$ cat src/sv/tun_fifo.sv
// Short queue between the front and back pipelines of the triangle unit normal block.
// Depends on nothing but its parameters.
module tun_fifo #(
  parameter int Width = 8,
  parameter int Depth = 4
) (
  input  logic             clk_i,
  input  logic             rst_ni,
  input  logic             in_valid_i,
  output logic             in_ready_o,
  input  logic [Width-1:0] in_data_i,
  output logic             out_valid_o,
  input  logic             out_ready_i,
  output logic [Width-1:0] out_data_o
);
  localparam int PtrW = $clog2(Depth);

  logic [Width-1:0] mem_q [Depth];
  logic [PtrW-1:0]  wr_q, rd_q;
  logic [PtrW:0]    cnt_q;
  logic             push, pop;

  assign in_ready_o  = cnt_q != (PtrW+1)'(Depth);
  assign out_valid_o = cnt_q != '0;
  assign out_data_o  = mem_q[rd_q];
  assign push        = in_valid_i && in_ready_o;
  assign pop         = out_valid_o && out_ready_i;

  always_ff @(posedge clk_i or negedge rst_ni) begin
    if (!rst_ni) begin
      wr_q  <= '0;
      rd_q  <= '0;
      cnt_q <= '0;
    end else begin
      if (push) wr_q <= wr_q + 1'b1;
      if (pop)  rd_q <= rd_q + 1'b1;
      if (push && !pop) cnt_q <= cnt_q + 1'b1;
      else if (pop && !push) cnt_q <= cnt_q - 1'b1;
    end
  end

  always_ff @(posedge clk_i) begin
    if (push) mem_q[wr_q] <= in_data_i;
  end

endmodule

$ cat config.mk
export PLATFORM = sky130hd
export DESIGN_NAME = tun_fifo
export DESIGN_NICKNAME = d
export VERILOG_FILES = /design/src/sv/tun_fifo.sv
export SDC_FILE = /design/constraint.sdc
export NUM_CORES = 1
export LEC_CHECK = 0
export BUFFER_PORTS_ARGS = -buffer_cell sky130_fd_sc_hd__buf_2
export CORE_UTILIZATION = 50
export DETAILED_ROUTE_END_ITERATION = 7
export PLACE_DENSITY = 0.71
export SYNTH_ARGS = -nofsm -noshare
export SYNTH_HDL_FRONTEND = slang
export SYNTH_SLANG_ARGS = --single-unit
export TNS_END_PERCENT = 30
$ cat constraint.sdc
create_clock -name clk_i -period 3.7 [get_ports clk_i]
set_input_delay 1.11 -clock clk_i [delete_from_list [all_inputs] [get_ports clk_i]]
set_output_delay 1.11 -clock clk_i [all_outputs]
set_load 0.05 [all_outputs]
# After elaboration in Yosys (flattened, before gate mapping)
# Memories as Yosys holds them, arrays and structs flattened.
# Cells that the tools add are included.
word_totals:
  register_bits: 7
  latchBits: 0
  mem_bits_rw: 32
  mem_bits_ro: 0
  in_bits: 12
  output_inout_bits: 10
  memories: 1
op_classes:
  addsub: 4
  mul: 0
  div: 0
  n_lt_le_gt_ge: 0
  n_eq_ne: 1
  shifts: 0
  n_mux: 4
  bitwise: 0
  n_reduce_logical: 8
mem_list:
  columns: ["name", "words", "width", "read_ports", "rd_clocked_by_memory_dff", "wr", "line_no", "text"]
  rows:
  - ["mem_q", 4, 8, 1, 0, 1, "18", "logic [Width-1:0] mem_q [Depth];"]
ops:
  columns: ["operator", "n"]
  rows:
  - ["3-bit two-way mux", 2]
  - ["2-bit by 1-bit adder with 2-bit output (second input constant)", 2]
  - ["1-bit logical AND", 4]
  - ["3-bit by 1-bit adder with 3-bit output (second input constant)", 1]
  - ["3-bit != test (second input constant)", 1]
  - ["3-bit nonzero test", 1]
  - ["3-bit by 1-bit subtractor with 3-bit output (second input constant)", 1]
  - ["1-bit zero test", 2]
  - ["1-bit two-way mux", 2]
  - ["2-bit nonzero test", 1]

# Longest topological paths before layout
depth:
  ltp_word: 6
  ltp_mapped: 8
  mapped_depth_nobuf: 8

# Least setup slack after synthesis
# No wires, ideal clock.
synth_path:
  path_type: "input-to-reg"
  start: "in in_valid_i"
  end: "reg cnt_q[2]"
  setup_time_ns: 0.079
  arrival_time_ns: 2.378
  required_time_ns: 3.621
  setup_slack_ns: 1.243
  stages: 7
  path_buffers: 0
  cell_sequence: "a21boi_2 > ha_1 > inv_1 > fa_1 > xor2_1 > nor2_1 > xor2_1"
synth_via:
  elab_chain_cells: 4
  word_cells_on_any_way: 6
synth_lines:
  columns: ["item", "line_no", "text"]
  rows:
  - ["start, declared", "9", "input logic in_valid_i,"]
  - ["1-bit logical AND *", "26", "assign push = in_valid_i && in_ready_o;"]
  - ["1-bit zero test", "38", "else if (pop && !push) cnt_q <= cnt_q - 1'b1;"]
  - ["1-bit logical AND", "38", null]
  - ["2-bit nonzero test (no source line)", null, null]
  - ["end signal, assigned", "37", "if (push && !pop) cnt_q <= cnt_q + 1'b1;"]
  - ["end signal, assigned", "38", null]
  - ["end, declared", "20", "logic [PtrW:0] cnt_q;"]
# Mark *: on every way between the ends. The rest lies on a longest branch, timed or not.
# A chain may end at the register's enable or synchronous reset.

# Worst setup path after layout
layout_path:
  start: "reg rd_q[0]"
  end: "out out_data_o[0]"
layout_via:
  elab_chain_cells: 1
layout_lines:
  columns: ["item", "line_no", "text"]
  rows:
  - ["start, declared", "19", "logic [PtrW-1:0] wr_q, rd_q;"]
  - ["start signal, assigned", "36", "if (pop) rd_q <= rd_q + 1'b1;"]
  - ["memory read 4 x 8 bit", null, null]
  - ["end, declared", "14", "output logic [Width-1:0] out_data_o"]
# Every way passes these cells.

==> summary.txt <==
Status
  • Status: finished clean

STA
  • Setup ws final: 0.687 ns
  • Worst hold slack: 0.551 ns
  • Final Max Slew Viols: 0
  • Fin. Hold Viols: 0
  • Worst-margin pin slew: 0.604 ns
  • Relative slew slack: 59.7%
  • Fmax: 332 MHz
  • Unrepaired setup endpoints after global routing: no
  • Final min period: 3.01 ns
  • Fin crit share: 81.4%
  • Final setup fails: 0
  • Clock Skew: 0.0107 ns
  • Setup TNS: 0 ns

Logic synthesis
  • Register bit total from synthesis: 39
  • Avg Inst Size Synth: 20.6 sq um
  • Post-Synth XOR/XNOR Area: 3.32%
  • Synthesized area: 1580 sq um
  • Register area share after synthesis: 71.7%
  • Synth Instances: 77
  • Adder-Cell Fraction of Synth Area: 5.21%
  • Simple-gate area share of the yosys netlist: 4.50%
  • Synth Area in Compound Gates: 0.711%
  • Yosys cell types: 20
  • Multiplexer share of the synthesized area: 13.0%
  • Syn Nets: 95
  • Largest family of logic cells by synthesized area: multiplexers
  • Synth warnings: 0

CTS
  • CTS Buffer Depth: 2
  • Post-cts sizing count: 0
  • Worst skew pair latency: 0.34 ns
  • Clock slew at reported path FFs: 0.12 ns
  • # hold bufs at CTS: 0
  • CTS root buf: clkbuf_4
  • Setup Fix Bufs, Post-CTS: 0
  • TritonCTS clock tree: yes
  • CTS Buf Count: 5
  • CTS H-tree lvls: 2
  • Clk sinks: 39

Setup path
  • Startpoint Class: flip-flop
  • Crit Path Category: flip-flop to output port
  • Crit path DAT: 1.90 ns
  • CP Max Fanout: 10
  • Worst Setup End Kind: output port
  • Req. time, crit path: 2.59 ns

Die
  • Core area: 3030 sq um
  • I/O pins: 22
  • Site Rows: 20
  • Initial Utilization: 52.3%
  • Die height: 58.3 um
  • Die extent in x: 58.3 um
  • Die area: 3400 sq um

Pwr
  • P per Cell Area: 896 nW/um^2
  • Tot Pwr: 1630 uW
  • Max IR drop VDD: 0.000404 V
  • Lkg Pwr: 0.000675 uW

Route
  • Router iterations before antenna repair: 4
  • WL per Instance: 16.3 um
  • Via density: 4.99
  • Antenna viol nets, final: 0
  • Routed vias: 738
  • Drt drc: 0
  • Final WL: 2.41 mm
  • DR iter-0 viols: 24

Finish
  • Fillers: 242
  • Final #Nets: 121
  • Syn-to-layout area delta: 14.8%
  • Ant diodes: 0
  • Most frequent cells in the layout: 32 x edfxtp_1, 21 x buf_2, 8 x mux4_2, 7 x dfrtp_1
  • Commonest non-fill, non-tap cell in the layout: edfxtp_1
  • Share of layout cells above drive strength 1: 42.3%

GRT
  • Grt total ovfl: 0
  • Largest net degree at the start of global routing: 13
  • Global-route wire length before repair: 3.85 mm
  • Vias in the first global route: 780
  • Initial antenna violation count: 0
  • All-layer global routing usage: 17.2%

Place
  • Setup slack at placement: 1.03 ns
  • Hpwl dp: 1.64 mm
  • GPL Wtd Cong: 0.630
  • Port Buffers: 21

Job
  • Maxcap violations: 0

Hold path
  • Worst hold path type: flip-flop to flip-flop
final timing paths:
| kind | start | endpoint | slack, ns | cells after the start |
|---|---|---|---|---|
| setup / recovery | rd_q[0]$_DFFE_PN0P_ | out_data_o[0] | 0.69 | 2 |
| hold / removal | cnt_q[2]$_DFFE_PN0P_ | cnt_q[2]$_DFFE_PN0P_ | 0.55 | 1 |
| min in group asynchronous | rst_ni | rd_q[1]$_DFFE_PN0P_ | 0.57 | 1 |
| setup reg to reg | cnt_q[0]$_DFFE_PN0P_ | cnt_q[2]$_DFFE_PN0P_ | 1.64 | 8 |
| max in group asynchronous | rst_ni | cnt_q[0]$_DFFE_PN0P_ | 2.97 | 1 |
| hold reg to reg | cnt_q[2]$_DFFE_PN0P_ | cnt_q[2]$_DFFE_PN0P_ | 0.55 | 1 |
Yosys cell counts:
master    count  share of area [%]
xnor2_1       4                2.2
and2_1        4                1.6
a21boi_2      1               0.71
mux2_2        1               0.71
xor2_1        2                1.1
fa_1          1                1.3
nand3_2       1               0.63
mux4_2        8                 11
ha_1          5                3.9
inv_1         3               0.71
edfxtp_1     32                 61
clkbuf_2      1               0.32
buf_4         1               0.47
nor2_1        1               0.24
nand2_4       1               0.71
dfrtp_1       7                 11
mux2_4        1               0.95
nand2_1       1               0.24
nor2_2        1               0.40
or3_4         1               0.71
cells by family after synthesis:
| family | after synthesis |
|---|---|
| AOI/OAI and AO/OA | 1 |
| DFF | 39 |
| buffers and inverters | 5 |
| muxes | 10 |
| adders and majority gates | 6 |
| xor gates and xnor gates | 6 |
| and+or+nand+nor | 10 |
final cells by class:
type	instances	area (sq um)	share of cell area [%]
Tap cell	44	55.1	3.03
Timing Repair Buffer	21	105	5.78
Clock buffer	6	51.3	2.82
Sequential cell	39	1140	62.5
Clock inverter	2	35.0	1.93
Inverter	3	11.3	0.619
Multi-Input combinational cell	33	424	23.3
layer usage:
metal / global-route usage (%) / up-vias / routed length, um
met5: 0 / - / 0
met4: 9.18 / 0 / 54
met3: 6.70 / 5 / 77
met2: 27.4 / 17 / 1230
met1: 20.3 / 371 / 1040
li1: - / 345 / -
power breakdown:
| part | switching (uW) | internal (uW) | total [uW] |
|---|---|---|---|
| clock | 139 | 160 | 299 |
| combinational | 396 | 235 | 631 |
| sequential | 103 | 595 | 698 |
flip-flops by register name, indices dropped and copies added, names as in the netlist:
name   cells
mem_q     32
cnt_q      3
rd_q       2
wr_q       2
critical path: stages, from the launching register on:
cell     delay, ns
dfrtp_1       0.75
mux4_2        0.58
buf_2         0.23
through the flow:
stage / cell area [sq um] / instances / util (%)
after floorplan: 1580 / 77 / -
after global placement: 1730 / 140 / 57.2
after detailed placement: 1730 / 140 / 57.2
after CTS: 1820 / 148 / 60.0
after global routing: 1820 / 148 / 60.0
final: 1820 / 148 / 60.0
No activity file was read; power rests on OpenSTA's default activity.
